$ cat src/rtl/core/bps_pkg.sv
// Shared types and codes for the pairing sequencer.
`timescale 1ns / 1ps

package bps_pkg;

    localparam int unsigned OPCODE_W   = 4;
    localparam int unsigned CODE_W     = 2;
    localparam int unsigned HANDLE_W   = 12;
    localparam int unsigned PASSKEY_W  = 20;
    localparam int unsigned STATE_W    = 4;
    localparam int unsigned IN_DATA_W  = 8;
    localparam int unsigned OUT_DATA_W = 48;
    localparam int unsigned ADDR_W     = 3;

    // Event opcodes
    localparam logic [OPCODE_W-1:0] OP_START       = 4'd0;
    localparam logic [OPCODE_W-1:0] OP_IOCAP_REQ   = 4'd1;
    localparam logic [OPCODE_W-1:0] OP_IOCAP_RESP  = 4'd2;
    localparam logic [OPCODE_W-1:0] OP_CONFIRM     = 4'd3;
    localparam logic [OPCODE_W-1:0] OP_PASSKEY_REQ = 4'd4;
    localparam logic [OPCODE_W-1:0] OP_PASSKEY_NTF = 4'd5;
    localparam logic [OPCODE_W-1:0] OP_SSP_CPLT    = 4'd6;
    localparam logic [OPCODE_W-1:0] OP_LINK_KEY    = 4'd7;
    localparam logic [OPCODE_W-1:0] OP_AUTH_CPLT   = 4'd8;
    localparam logic [OPCODE_W-1:0] OP_ENC_CHANGE  = 4'd9;

    // Status codes
    localparam logic [CODE_W-1:0] CODE_SUCCESS = 2'd0;
    localparam logic [CODE_W-1:0] CODE_FAILED  = 2'd1;
    localparam logic [CODE_W-1:0] CODE_NOTSUPP = 2'd2;
    localparam logic [CODE_W-1:0] CODE_ENC_ERR = 2'd3;

    // Reported state numbers that the top level checks against
    localparam logic [STATE_W-1:0] STATE_INIT_START = 4'd1;
    localparam logic [STATE_W-1:0] STATE_FAILED     = 4'd9;

    // Register addresses
    localparam logic [ADDR_W-1:0] ADDR_LINK_HANDLE = 3'd0;

    typedef struct packed {
        logic [OPCODE_W-1:0] opcode;
        logic                start_encryption_ok;
        logic                encryption_status_ok;
        logic                encryption_enabled;
    } bps_event_t;

    typedef struct packed {
        logic                 send_auth_request;
        logic                 user_accept;
        logic                 passkey_valid;
        logic [PASSKEY_W-1:0] passkey_value;
        logic                 status_valid;
        logic [CODE_W-1:0]    status_kind;
        logic [HANDLE_W-1:0]  report_handle;
        logic [STATE_W-1:0]   current_state;
    } bps_result_t;

endpackage

$ cat src/rtl/core/bps_fsm.sv
// Pairing state register and the per-event transition and result logic.
`timescale 1ns / 1ps

module bps_fsm (
    input  logic                         clk,
    input  logic                         rst_n,
    input  logic                         step,
    input  bps_pkg::bps_event_t          evt,
    input  logic [bps_pkg::HANDLE_W-1:0] link_handle,
    output bps_pkg::bps_result_t         result
);
    import bps_pkg::*;

    typedef enum logic [STATE_W-1:0] {
        IDLE        = 4'd0,
        INIT_START  = 4'd1,
        INIT_WIOCAP = 4'd2,
        RESP_WIOREQ = 4'd3,
        WAIT_EVENT  = 4'd4,
        WAIT_CPLT   = 4'd5,
        WAIT_KEY    = 4'd6,
        INIT_WAUTH  = 4'd7,
        WAIT_ENC    = 4'd8,
        FAILED      = 4'd9
    } phase_t;

    phase_t            phase_reg;
    phase_t            phase_next;
    logic              initiator_reg;
    logic              initiator_next;
    logic              auth_req;
    logic              accept;
    logic              pk_valid;
    logic              st_valid;
    logic [CODE_W-1:0] st_code;

    always_comb
    begin
        phase_next     = phase_reg;
        initiator_next = initiator_reg;
        auth_req       = 1'b0;
        accept         = 1'b0;
        pk_valid       = 1'b0;
        st_valid       = 1'b0;
        st_code        = CODE_SUCCESS;
        case (evt.opcode)
            OP_START:
            begin
                if (phase_reg == IDLE)
                begin
                    initiator_next = 1'b1;
                    phase_next     = INIT_START;
                    auth_req       = 1'b1;
                end
            end
            OP_IOCAP_REQ:
            begin
                if (phase_reg == INIT_START)
                    phase_next = INIT_WIOCAP;
                else if (phase_reg == RESP_WIOREQ)
                    phase_next = WAIT_EVENT;
                else
                begin
                    phase_next = FAILED;
                    st_valid   = 1'b1;
                    st_code    = CODE_NOTSUPP;
                end
            end
            OP_IOCAP_RESP:
            begin
                if (phase_reg == IDLE)
                    phase_next = RESP_WIOREQ;
                else if (phase_reg == INIT_WIOCAP)
                    phase_next = WAIT_EVENT;
                else
                begin
                    phase_next = FAILED;
                    st_valid   = 1'b1;
                    st_code    = CODE_NOTSUPP;
                end
            end
            OP_CONFIRM, OP_PASSKEY_REQ, OP_PASSKEY_NTF:
            begin
                if (phase_reg == WAIT_EVENT)
                begin
                    phase_next = WAIT_CPLT;
                    accept     = (evt.opcode == OP_CONFIRM);
                    pk_valid   = (evt.opcode == OP_PASSKEY_REQ);
                end
                else
                begin
                    phase_next = FAILED;
                    st_valid   = 1'b1;
                    st_code    = CODE_NOTSUPP;
                end
            end
            OP_SSP_CPLT:
            begin
                if (phase_reg == WAIT_CPLT)
                    phase_next = WAIT_KEY;
                else
                begin
                    phase_next = FAILED;
                    st_valid   = 1'b1;
                    st_code    = CODE_NOTSUPP;
                end
            end
            OP_LINK_KEY, OP_AUTH_CPLT:
            begin
                if ((evt.opcode == OP_LINK_KEY && phase_reg == WAIT_KEY && initiator_reg))
                    phase_next = INIT_WAUTH;
                else if ((evt.opcode == OP_LINK_KEY && phase_reg == WAIT_KEY) ||
                         (evt.opcode == OP_AUTH_CPLT && phase_reg inside {INIT_START, INIT_WAUTH}))
                begin
                    // start encryption; a refused start ends pairing
                    if (evt.start_encryption_ok)
                        phase_next = WAIT_ENC;
                    else
                    begin
                        phase_next = FAILED;
                        st_valid   = 1'b1;
                        st_code    = CODE_FAILED;
                    end
                end
                else
                begin
                    phase_next = FAILED;
                    st_valid   = 1'b1;
                    st_code    = CODE_NOTSUPP;
                end
            end
            OP_ENC_CHANGE:
            begin
                // drop encryption changes that nobody waits for
                if (phase_reg == WAIT_ENC)
                begin
                    st_valid = 1'b1;
                    if (!evt.encryption_status_ok)
                        st_code = CODE_ENC_ERR;
                    else if (!evt.encryption_enabled)
                        st_code = CODE_FAILED;
                    else
                    begin
                        st_code        = CODE_SUCCESS;
                        phase_next     = IDLE;
                        initiator_next = 1'b0;
                    end
                end
            end
            default:
            begin
                phase_next = phase_reg;
            end
        endcase
    end

    always_ff @(posedge clk or negedge rst_n)
    begin
        if (!rst_n)
        begin
            phase_reg     <= IDLE;
            initiator_reg <= 1'b0;
        end
        else if (step)
        begin
            phase_reg     <= phase_next;
            initiator_reg <= initiator_next;
        end
    end

    always_comb
    begin
        result.send_auth_request = auth_req;
        result.user_accept       = accept;
        result.passkey_valid     = pk_valid;
        result.passkey_value     = '0;
        result.status_valid      = st_valid;
        result.status_kind       = st_code;
        result.report_handle     = st_valid ? link_handle : '0;
        result.current_state     = phase_next;
    end

endmodule

$ cat src/rtl/core/bredr_pairing_sequencer_top.sv
// Top level of the pairing sequencer: stream ports, APB register, beat registers.
//
//  channel   | dir | handshake         | content
//  ----------+-----+-------------------+------------------------------------------
//  s_axis    | in  | s_tvalid/s_tready | one pairing event per beat
//  m_axis    | out | m_tvalid/m_tready | one result per event
//  apb       | in  | psel/penable      | link_handle at address 0
//
// An event is taken into the input register, resolved combinationally against the
// pairing state and written to the result register; while m_tready stays high, one
// event per cycle is sustained. The result register frees the input side, so a new
// event is taken while a finished result still waits. A stall on m_tready holds
// both registers once they are full. Reset returns to idle with no initiator.
`timescale 1ns / 1ps

module bredr_pairing_sequencer_top (
    input  logic                           clk,
    input  logic                           rst_n,
    // event
    input  logic                           s_tvalid,
    output logic                           s_tready,
    // [0] start_encryption_ok, [1] encryption_status_ok, [2] encryption_enabled
    input  logic [bps_pkg::IN_DATA_W-1:0]  s_tdata,
    // [3:0] opcode
    input  logic [bps_pkg::OPCODE_W-1:0]   s_tuser,
    // result
    output logic                           m_tvalid,
    input  logic                           m_tready,
    // [0] send_auth_request, [1] user_accept, [2] passkey_valid,
    // [22:3] passkey_value, [23] status_valid, [25:24] status_kind,
    // [37:26] report_handle, [41:38] current_state
    output logic [bps_pkg::OUT_DATA_W-1:0] m_tdata,
    // configuration
    input  logic                           psel,
    input  logic                           penable,
    input  logic                           pwrite,
    input  logic [bps_pkg::ADDR_W-1:0]     paddr,
    input  logic [31:0]                    pwdata,
    output logic [31:0]                    prdata,
    output logic                           pready
);
    import bps_pkg::*;

    logic                  in_valid_reg;
    bps_event_t            in_data_reg;
    logic                  out_valid_reg;
    bps_result_t           out_data_reg;
    logic [HANDLE_W-1:0]   handle_reg;
    logic                  advance;
    bps_result_t           result;
    bps_event_t            evt_in;

    assign pready = 1'b1;
    assign prdata = (paddr == ADDR_LINK_HANDLE) ? {{(32-HANDLE_W){1'b0}}, handle_reg} : '0;

    always_ff @(posedge clk or negedge rst_n)
    begin
        if (!rst_n)
            handle_reg <= '0;
        else if (psel && penable && pwrite && pready && paddr == ADDR_LINK_HANDLE)
            handle_reg <= pwdata[HANDLE_W-1:0];
    end

    assign evt_in.opcode               = s_tuser;
    assign evt_in.start_encryption_ok  = s_tdata[0];
    assign evt_in.encryption_status_ok = s_tdata[1];
    assign evt_in.encryption_enabled   = s_tdata[2];

    // move the held event on when the result slot is empty or being emptied
    assign advance  = in_valid_reg && (!out_valid_reg || m_tready);
    assign s_tready = !in_valid_reg || advance;

    always_ff @(posedge clk or negedge rst_n)
    begin
        if (!rst_n)
            in_valid_reg <= 1'b0;
        else if (s_tvalid && s_tready)
            in_valid_reg <= 1'b1;
        else if (advance)
            in_valid_reg <= 1'b0;
    end

    always_ff @(posedge clk)
    begin
        if (s_tvalid && s_tready)
            in_data_reg <= evt_in;
    end

    bps_fsm u_fsm (
        .clk         (clk),
        .rst_n       (rst_n),
        .step        (advance),
        .evt         (in_data_reg),
        .link_handle (handle_reg),
        .result      (result)
    );

    always_ff @(posedge clk or negedge rst_n)
    begin
        if (!rst_n)
            out_valid_reg <= 1'b0;
        else if (advance)
            out_valid_reg <= 1'b1;
        else if (m_tready)
            out_valid_reg <= 1'b0;
    end

    always_ff @(posedge clk)
    begin
        if (advance)
            out_data_reg <= result;
    end

    assign m_tvalid = out_valid_reg;
    assign m_tdata  = {6'd0,
                       out_data_reg.current_state,
                       out_data_reg.report_handle,
                       out_data_reg.status_kind,
                       out_data_reg.status_valid,
                       out_data_reg.passkey_value,
                       out_data_reg.passkey_valid,
                       out_data_reg.user_accept,
                       out_data_reg.send_auth_request};

    // no code or handle without a status report
    a_status_clean: assert property (@(posedge clk) disable iff (!rst_n)
        (m_tvalid && !out_data_reg.status_valid) |->
            (out_data_reg.status_kind == CODE_SUCCESS && out_data_reg.report_handle == '0))
        else $error("status fields set without status_valid");

    // an accepted start always lands in the initiator start state, silently
    a_start_state: assert property (@(posedge clk) disable iff (!rst_n)
        (m_tvalid && out_data_reg.send_auth_request) |->
            (out_data_reg.current_state == STATE_INIT_START && !out_data_reg.status_valid))
        else $error("auth request with wrong state or status");

    // at most one kind of answer per result
    a_one_answer: assert property (@(posedge clk) disable iff (!rst_n)
        m_tvalid |-> $onehot0({out_data_reg.send_auth_request, out_data_reg.user_accept,
                               out_data_reg.passkey_valid}))
        else $error("more than one answer in a result");

    // failed is left only by reset
    a_failed_sticky: assert property (@(posedge clk) disable iff (!rst_n)
        (advance && out_data_reg.current_state == STATE_FAILED && out_valid_reg) |->
            (result.current_state == STATE_FAILED))
        else $error("left the failed state");

endmodule
$ cat config.mk
export PLATFORM = sky130hd
export DESIGN_NAME = bredr_pairing_sequencer_top
export DESIGN_NICKNAME = d
export VERILOG_FILES = /design/src/rtl/core/bps_pkg.sv /design/src/rtl/core/bps_fsm.sv /design/src/rtl/core/bredr_pairing_sequencer_top.sv
export SDC_FILE = /design/constraint.sdc
export NUM_CORES = 1
export LEC_CHECK = 0
export ABC_AREA = 1
export BUFFER_PORTS_ARGS = -buffer_cell sky130_fd_sc_hd__buf_2
export CORE_MARGIN = 8
export CORE_UTILIZATION = 41
export CTS_CLUSTER_SIZE = 30
export DETAILED_ROUTE_END_ITERATION = 7
export PLACE_DENSITY = 0.89
export SYNTH_ARGS = -nofsm -noshare
export SYNTH_HDL_FRONTEND = slang
export SYNTH_SLANG_ARGS = --single-unit
$ cat constraint.sdc
create_clock -name clk -period 1.6 [get_ports clk]
set_input_delay 0.32 -clock clk [delete_from_list [all_inputs] [get_ports clk]]
set_output_delay 0.32 -clock clk [all_outputs]
set_load 0.01 [all_outputs]
---- Yosys cells after proc, flatten, opt, wreduce, memory -nomap -nowiden ----
Cells that the tools add are included.
storage, ports and cells
  output and inout port bits .............. 83
  flip-flop bits (word level) ............. 48
cells by class
  reduce and logical (&&, ||, !) cells .... 24
  mux-type cells .......................... 49
  eq/ne operators ......................... 21
operators with widths
  kind                                                             number
  4-bit 2-to-1 mux                                                 11
  4-bit by 3-bit == test with 1-bit output, second input constant  8
  4-bit one-hot mux with 7 select lines                            1
  1-bit 2-to-1 mux                                                 23
  2-bit 2-to-1 mux                                                 10
  4-bit by 2-bit == test with 1-bit output, second input constant  4
  4-bit == test, second input constant                             3
  12-bit 2-to-1 mux                                                1
  2-bit one-hot mux with 6 select lines                            1
  4-bit by 1-bit == test with 1-bit output, second input constant  2
  1-bit logical AND                                                8
  4-bit logical NOT                                                2
  2-bit nonzero test                                               4
  1-bit one-hot mux with 6 select lines                            1
  6-bit AND reduction                                              1
  2-bit by 1-bit != test with 1-bit output, second input constant  2
  2-bit != test, second input constant                             2
  3-bit logical NOT                                                1
  1-bit logical OR                                                 3
  3-bit OR reduction                                               1
  1-bit logical NOT                                                2
  1-bit one-hot mux with 2 select lines                            1
  2-bit AND reduction                                              1
  2-bit OR reduction                                               1

---- Logic depth before layout (Yosys ltp) ----
Gate-level depths: netlist (run 1).
  word-level depth ........................ 7
  mapped depth ............................ 11

---- Hierarchy ----
Synthesis (run 1) repeated with hierarchy kept, for this count alone.
unflattened totals
  cell total of the unflattened synthesis .. 362
  area total of the unflattened synthesis .. 3427.0 µm²
by module, submodules not included
  module                       area an instance (µm²)  cells each  instances  sequential area each (µm²)
  bredr_pairing_sequencer_top  2433.6                  174         1          1821.7
  bps_fsm                      993.5                   188         1          125.1

---- Worst setup path after synthesis (run 1) ----
Ideal clock, no wire load.
  kind .................................... register to register
  from .................................... register in_data_reg[6] (netlist bit)
  to ...................................... register out_data_reg (netlist bit m_tdata[29]), data pin
  path slack .............................. -0.037 ns
  cell stages (with the launch flop) ...... 10
  arrival ................................. 1.385 ns
  library setup time ...................... 0.252 ns
  buffers on the path ..................... 1
  path through ............................ edfxtp_1 > inv_2 > nand2_2 > nor2_1 > nand4_1 > nand2_1 > a21oi_2 > nor3_4 > buf_6 > nor2_2
between the ends
  word-level cells in the longest chain between the ends .. 6
  elaborated cells on any way between the ends .. 18
  classes of those cells .................. eq/ne (9); mux (3); reduce/logical (6)
ends and longest elaborated chain
  element                                                                           line                                            text
  start, declared                                                                   bredr_pairing_sequencer_top.sv:45               bps_event_t in_data_reg;
  start signal, assigned                                                            bredr_pairing_sequencer_top.sv:86               in_data_reg <= evt_in;
  4-bit by 3-bit == test with 1-bit output / 4-bit == test (equally long branches)  -
  1-bit logical AND, on equally long branches                                       bps_fsm.sv:110, bps_fsm.sv:112, bps_fsm.sv:113
  1-bit logical OR                                                                  bps_fsm.sv:112                                  else if ((evt.opcode == OP_LINK_KEY && phase_reg == WAIT_KEY) ||
  1-bit 2-to-1 mux                                                                  bps_fsm.sv:112
  1-bit 2-to-1 mux                                                                  bps_fsm.sv:110                                  if ((evt.opcode == OP_LINK_KEY && phase_reg == WAIT_KEY && initiator_reg))
  1-bit one-hot mux with 6 select lines (*)                                         bps_fsm.sv:46                                   case (evt.opcode)
  end signal, assigned                                                              bredr_pairing_sequencer_top.sv:111              out_data_reg <= result;
  end, declared                                                                     bredr_pairing_sequencer_top.sv:47               bps_result_t out_data_reg;
Every way passes the cells marked *; elsewhere a longest branch is shown, timed or not.
A chain may end at the register's enable or synchronous reset.

---- Worst setup path in the final report (run 1) ----
  from .................................... register in_data_reg[6] (netlist bit)
  to ...................................... register out_data_reg (netlist bit m_tdata[27]), data pin
The elaborated chain is that of the path after synthesis.

==> flow_summary_export.csv, run 1 <==
group,metric,value,unit
clock_tree,cts.sinks,48,
power,power.switching,1.29,mW
synthesis,mappedNetlistArea,2620,um2
die,core,6280,um2
synthesis,synth-simple-area-share,24.8,%
critical_path,r2r_cells,11,
die,initial_core_util,41.8,%
final_layout,antenna_cells,0,
critical_path,cp-start-kind,"flop",
synthesis,avgSynthCellArea,8.77,um2
synthesis,synth_compound_area_share,4.11,%
sta,hold_viol,0,
synthesis,async_flop_share,39.6,%
clock_tree,clk_pin_slew,90,ps
critical_path,crit_slowest_cell,"edfxtp_1",
place,place_area,3030,um2
clock_tree,cts_root_buf,"clkbuf_8",
power,p_total,3.82,mW
sta,rsz0062_at_grt,"true",
power,total_leakage_power,1.70,nW
final_layout,final_util,53.9,%
final_layout,final_cell_area,3380,um2
sta,setup_viol,21,
synthesis,postSynthCellCount,299,
power,power_density,1130,nW/um2
final_layout,largest_reg_flops,22,
critical_path,critPathKind,"flop to flop",
status,violations,"setup timing",
global_route,grt_first_pass_wirelength,9560,um
synthesis,synth.most_common_cell,"nand2_1",
drt,wirelength,6530,um
drt,drtIter0Drc,149,
critical_path,path_cells,"buf_4 > nand2_2 > nor2_2 > nor2_2 > inv_2 > nand2_2 > a21oi_2 > nor3_4 > buf_6 > buf_12 > nor2_1",
clock_tree,numCtsBuffers,5,
critical_path,end_kind,"flop",
synthesis,synthXorXnorAreaFrac,0,%
sta,maxSlewViolCount,0,
place,portBuffers,64,
global_route,track_usage,13.4,%
global_route,grt_pass1_vias,2106,
critical_path,required,1670,ps
run,max-cap-violations,0,
clock_tree,clkLatencyLatePin,310,ps
critical_path,rrSetupSlack,-160,ps
power,ir_worst_vdd,471,uV
die,io-pin-count,137,
worst_hold_path,hp-class,"primary input to flop",
critical_path,r2r-end,"m_tdata[27]",
place,dp_hpwl,4650,um
critical_path,cp.arrival,1830,ps
final_layout,seq_area,1350,um2
power,p_sw_share,33.6,%
global_route,overflow,0,
global_route,antenna_found_initial,0,
power,power_frac_comb,31.0,%
sta,min_period_over_period,110,%
status,outcome,"finished with violations",
sta,final.min_clock_period,1760,ps
drt,num_vias,2115,
power,power.internal,2.54,mW
synthesis,yosys-top-cells-area,"edfxtp_1 33%, dfrtp_1 18%, buf_4 13%, nand2_1 9.6%, nor2_1 5.4%",
final_layout,multi_input_area,1060,um2
synthesis,synth_top_area_cell,"edfxtp_1",
global_route,grt_max_degree,27,
drt,dr.pass1.iters,4,
drt,ant_nets,0,
die,die_height,96.0,um
clock_tree,htree_levels,2,
die,rows,29,
power,power.share.sequential,45.3,%
synthesis,synth_edf_count,29,
synthesis,synth_top_family_by_area,"simple AND/OR/NAND/NOR gates",
synthesis,synthAdderAreaFrac,0,%
sta,setup_ws,-158,ps
synthesis,ys_seq_area_share,51.4,%
critical_path,cp_max_fo,7,
drt,drc_errors,0,
final_layout,syn_to_final_growth,29.1,%
clock_tree,cts_tree,"done",
synthesis,synth-main-ff-cell,"edfxtp_1",
sta,fmax,0.569,GHz
final_layout,drive_gt1_share,41.9,%
synthesis,synth_commonest_cells,"67 x nand2_1, 47 x buf_4, 38 x nor2_1",
final_layout,nFillCells,537,
drt,wl_per_cell,13.7,um
synthesis,synth.distinct_cells,28,
critical_path,r2r_start,"in_data_reg[6]",
die,die-area,9210,um2
worst_hold_path,hp-start,"s_tuser[1]",
synthesis,synthMuxAreaShare,0,%
worst_hold_path,worstHoldEndpoint,"in_data_reg[4]",
drt,vias_per_cell,4.44,
die,die-width,96.0,um
place,routabilityCongestion,0.834,
sta,fin_worst_skew,2.97,ps
synthesis,yosysTopAreaCellShare,33.2,%
synthesis,yosys_warnings,0,
clock_tree,clockBufferDepth,2,
worst_hold_path,whs_path_depth,1,
critical_path,max_stage_delay,440,ps
synthesis,ys_ff_latch,48,
final_layout,nNetsFinal,452,
power,clkPwrFrac,23.7,%
[metal layers]
metal | global-route usage, % | vias to the layer above | part of all wire (%)
li1 | - | 1041 | -
met1 | 15.9 | 973 | 41
met2 | 23.1 | 92 | 52
met3 | 2.42 | 9 | 5.2
met4 | 6.27 | 0 | 2.0
met5 | 0 | - | 0
[power by group through the flow]
stage          logic (mW)  clock network [mW]  registers, mW
3_5_place_dp         1.03                   0           1.73
6_report             1.19               0.906           1.73
2_1_floorplan       0.625                   0           1.78
3_3_place_gp        0.996                   0           1.72
5_1_grt              1.31               0.959           1.76
4_1_cts              1.13               0.927           1.73
[layout by cell type (no fill, tap or decap), types with 10 or more instances in the layout]
cell and n:
nand2_2 14, edfxtp_1 29, conb_1 47, buf_4 28, nor2_2 14, inv_1 25
nand2_1 56, buf_2 64, inv_2 10, nor2_1 29, o21ai_0 12, dfrtp_1 15
nand3_1 11
[through the flow]
stage               instances  hold slack, ps  setup WS, ps  setup TNS [ps]
floorplan                 344            24.4         -3.34           -30.0
global placement          456             286         -91.2           -1120
detailed placement        456             298          -126           -1610
CTS                       472             180          -107           -1300
global route              476             171          -301           -5180
finish                    476             184          -158           -2310
[how the worst max path moves through the flow]
stage | end | start | slack, ps
after floorplan | m_tdata[29] | in_data_reg[6] | -3
after global placement | m_tdata[27] | u_fsm.phase_reg[0] | -90
after detailed placement | m_tdata[25] | u_fsm.phase_reg[0] | -130
after CTS | m_tdata[26] | u_fsm.phase_reg[0] | -110
after global routing | m_tdata[27] | in_data_reg[4] | -300
final | m_tdata[27] | in_data_reg[6] | -160
[worst max-delay path: cells and delay by family, from the launching register on]
family	cells	cell delay [ps]
buffers and inverters	4	510
AOI/OAI and AO/OA	1	50
DFF	1	440
and+or+nand+nor	6	520
[area by class of cell]
type	count	area share, %
clock inverter	3	1.37
multi-input combinational	210	31.3
tap	77	2.85
timing repair buffer	98	18.6
inverter	35	3.88
sequential	48	39.9
clock buffer	5	2.03
[cells by family after synthesis]
| kind of cell | Yosys count |
|---|---|
| buf+inv | 86 |
| simple gates | 144 |
| flops | 48 |
| compound gates | 19 |
| other cells | 2 |
[what timing repair did]
action                                  CTS  global route
pin swaps                                 0             4
hold endpoints to repair                 19             0
setup buffers                             6             4
resized for setup                        23            22
cloned                                    1             0
hold buffers                              1             0
endpoints found under the setup margin   18            36
No activity file was read; power rests on OpenSTA's default activity.
==> run 2, diff against run 1 <==
--- a/config.mk
+++ b/config.mk
@@ -7,6 +7,7 @@
 export LEC_CHECK = 0
 export ABC_AREA = 1
 export BUFFER_PORTS_ARGS = -buffer_cell sky130_fd_sc_hd__buf_2
+export CORE_ASPECT_RATIO = 1.2
 export CORE_MARGIN = 8
 export CORE_UTILIZATION = 41
 export CTS_CLUSTER_SIZE = 30
==> run 2 against run 1 <==
Compared with the run above:
- the flow still finishes with violations (setup timing)
- clock power is 21% lower
- first-iteration DRC count is 25% lower
- total power is 7.0% lower
- largest cell class unchanged
==> flow_summary_export.csv, run 2 (synthesis gave the netlist of run 1 again) <==
group,metric,value,unit
sta,maxSlewViolCount,0,
sta,fmax,0.585,GHz
power,ir_worst_vdd,433,uV
global_route,grt_pass1_vias,2200,
critical_path,end_kind,"flop",
final_layout,final_cell_mix,"64 x buf_2, 54 x nand2_1, 47 x conb_1, 29 x edfxtp_1",
sta,setup_ws,-109,ps
final_layout,antenna_cells,0,
sta,fin_worst_skew,7.43,ps
clock_tree,clk_pin_slew,90,ps
die,core,6330,um2
final_layout,drive_gt1_share,41.0,%
final_layout,final_util,52.2,%
die,initial_core_util,41.4,%
critical_path,critPathKind,"flop to flop",
critical_path,required,1670,ps
status,outcome,"finished with violations",
final_layout,syn_to_final_growth,25.9,%
final_layout,final_common_cell,"buf_2",
worst_hold_path,hp-class,"primary input to flop",
place,routabilityCongestion,0.882,
sta,final.min_clock_period,1710,ps
die,die-width,89.0,um
clock_tree,numCtsBuffers,5,
critical_path,cp_max_fo,13,
sta,min_period_over_period,107,%
drt,wl_per_cell,12.8,um
global_route,overflow,0,
sta,rsz0062_at_grt,"true",
sta,setup_viol,15,
drt,vias_per_cell,4.36,
final_layout,nNetsFinal,448,
drt,num_vias,2092,
clock_tree,htree_levels,2,
run,max-cap-violations,0,
global_route,track_usage,13.4,%
die,die-area,9220,um2
power,p_total,3.55,mW
status,violations,"setup timing",
global_route,antenna_found_initial,0,
clock_tree,clkLatencyLatePin,300,ps
drt,wirelength,6160,um
final_layout,nFillCells,592,
die,rows,32,
critical_path,cp-start-kind,"flop",
sta,hold_viol,0,
die,die_height,104,um
place,portBuffers,64,
clock_tree,cts_root_buf,"clkbuf_8",
die,io-pin-count,137,
clock_tree,cts.sinks,48,
power,total_leakage_power,1.65,nW
clock_tree,cts_tree,"done",
drt,ant_nets,0,
clock_tree,clockBufferDepth,2,
drt,drc_errors,0,
global_route,grt_max_degree,27,
drt,dr.pass1.iters,4,
place,dp_hpwl,4710,um
drt,drtIter0Drc,112,
critical_path,cp.arrival,1780,ps
global_route,grt_first_pass_wirelength,9860,um
power,power_density,1080,nW/um2
final_layout,largest_reg_flops,22,
## run 2: cell types whose count changed in the layout (fill, tap and decap cells not counted), moves of 2 or more
cell     delta
nor2_1      -3
nand2_2     +3
nor2_4      -3
buf_4       -3
nor2_2      +6
nand3_2     -2
nand3_1     +2
nand2_1     -2
## run 2: power by group
group          total, mW  internal (mW)  switching [mW]
registers           1.72           1.59           0.132
clock network      0.718          0.302           0.416
logic               1.11          0.434           0.679
total               3.55           2.33            1.23
## run 2: area by class of cell
cell class                 instances  area [um2]  share of cell area (%)
clock buffer                       5        68.8                    2.08
clock inverter                     3        18.8                   0.569
tap                               85         106                    3.22
multi-input combinational        210        1040                    31.7
timing repair buffer              94         581                    17.6
inverter                          35         131                    3.98
sequential                        48        1350                    40.9
## run 2: per-stage QoR
stage          setup WS (ps)  TNS (ps)  std cells  area, um2  hold WS, ps
6_report                -109     -1250        480       3300          188
5_1_grt                 -198     -2990        480       3300          178
4_1_cts                -74.7      -809        478       3190          182
3_5_place_dp            -119     -1510        468       3070          297
3_3_place_gp            -142     -1850        468       3070          284
2_1_floorplan          -3.34     -30.0        344       2800         24.4
## run 2: critical path, cell delays in order (launching register included)
cell,delay [ps]
edfxtp_1,440
inv_2,110
nand2_2,100
nor2_4,130
nand4_1,130
nand2_1,130
a21oi_2,60
nor3_4,160
buf_12,180
nor2_1,50
## run 2: final timing paths
check	slack, ps	startpoint	cells past startpoint	end
worst max-delay path	-110	in_data_reg[6]	9	m_tdata[27]
worst min-delay path	190	s_tuser[1]	1	in_data_reg[4]
worst max register to register	-110	in_data_reg[6]	9	m_tdata[27]
worst min register to register	550	m_tvalid	2	m_tvalid
max in group asynchronous	740	rst_n	2	u_fsm.phase_reg[3]
min in group asynchronous	510	rst_n	2	handle_reg[11]
## run 2: routing by layer
| layer | GRT usage, % | part of all wire (%) | up-vias |
|---|---|---|---|
| met4 | 6.44 | 2.4 | 0 |
| li1 | - | - | 1036 |
| met1 | 15.0 | 39 | 950 |
| met2 | 23.0 | 52 | 94 |
| met5 | 0 | 0 | - |
| met3 | 2.85 | 6.1 | 12 |
## run 2: what timing repair did
action	in CTS	in global routing
setup buffers	1	2
pin swaps	0	7
gates resized for setup	6	35
hold buffers	1	0
setup endpoints to repair	17	25
hold endpoints to repair	19	0
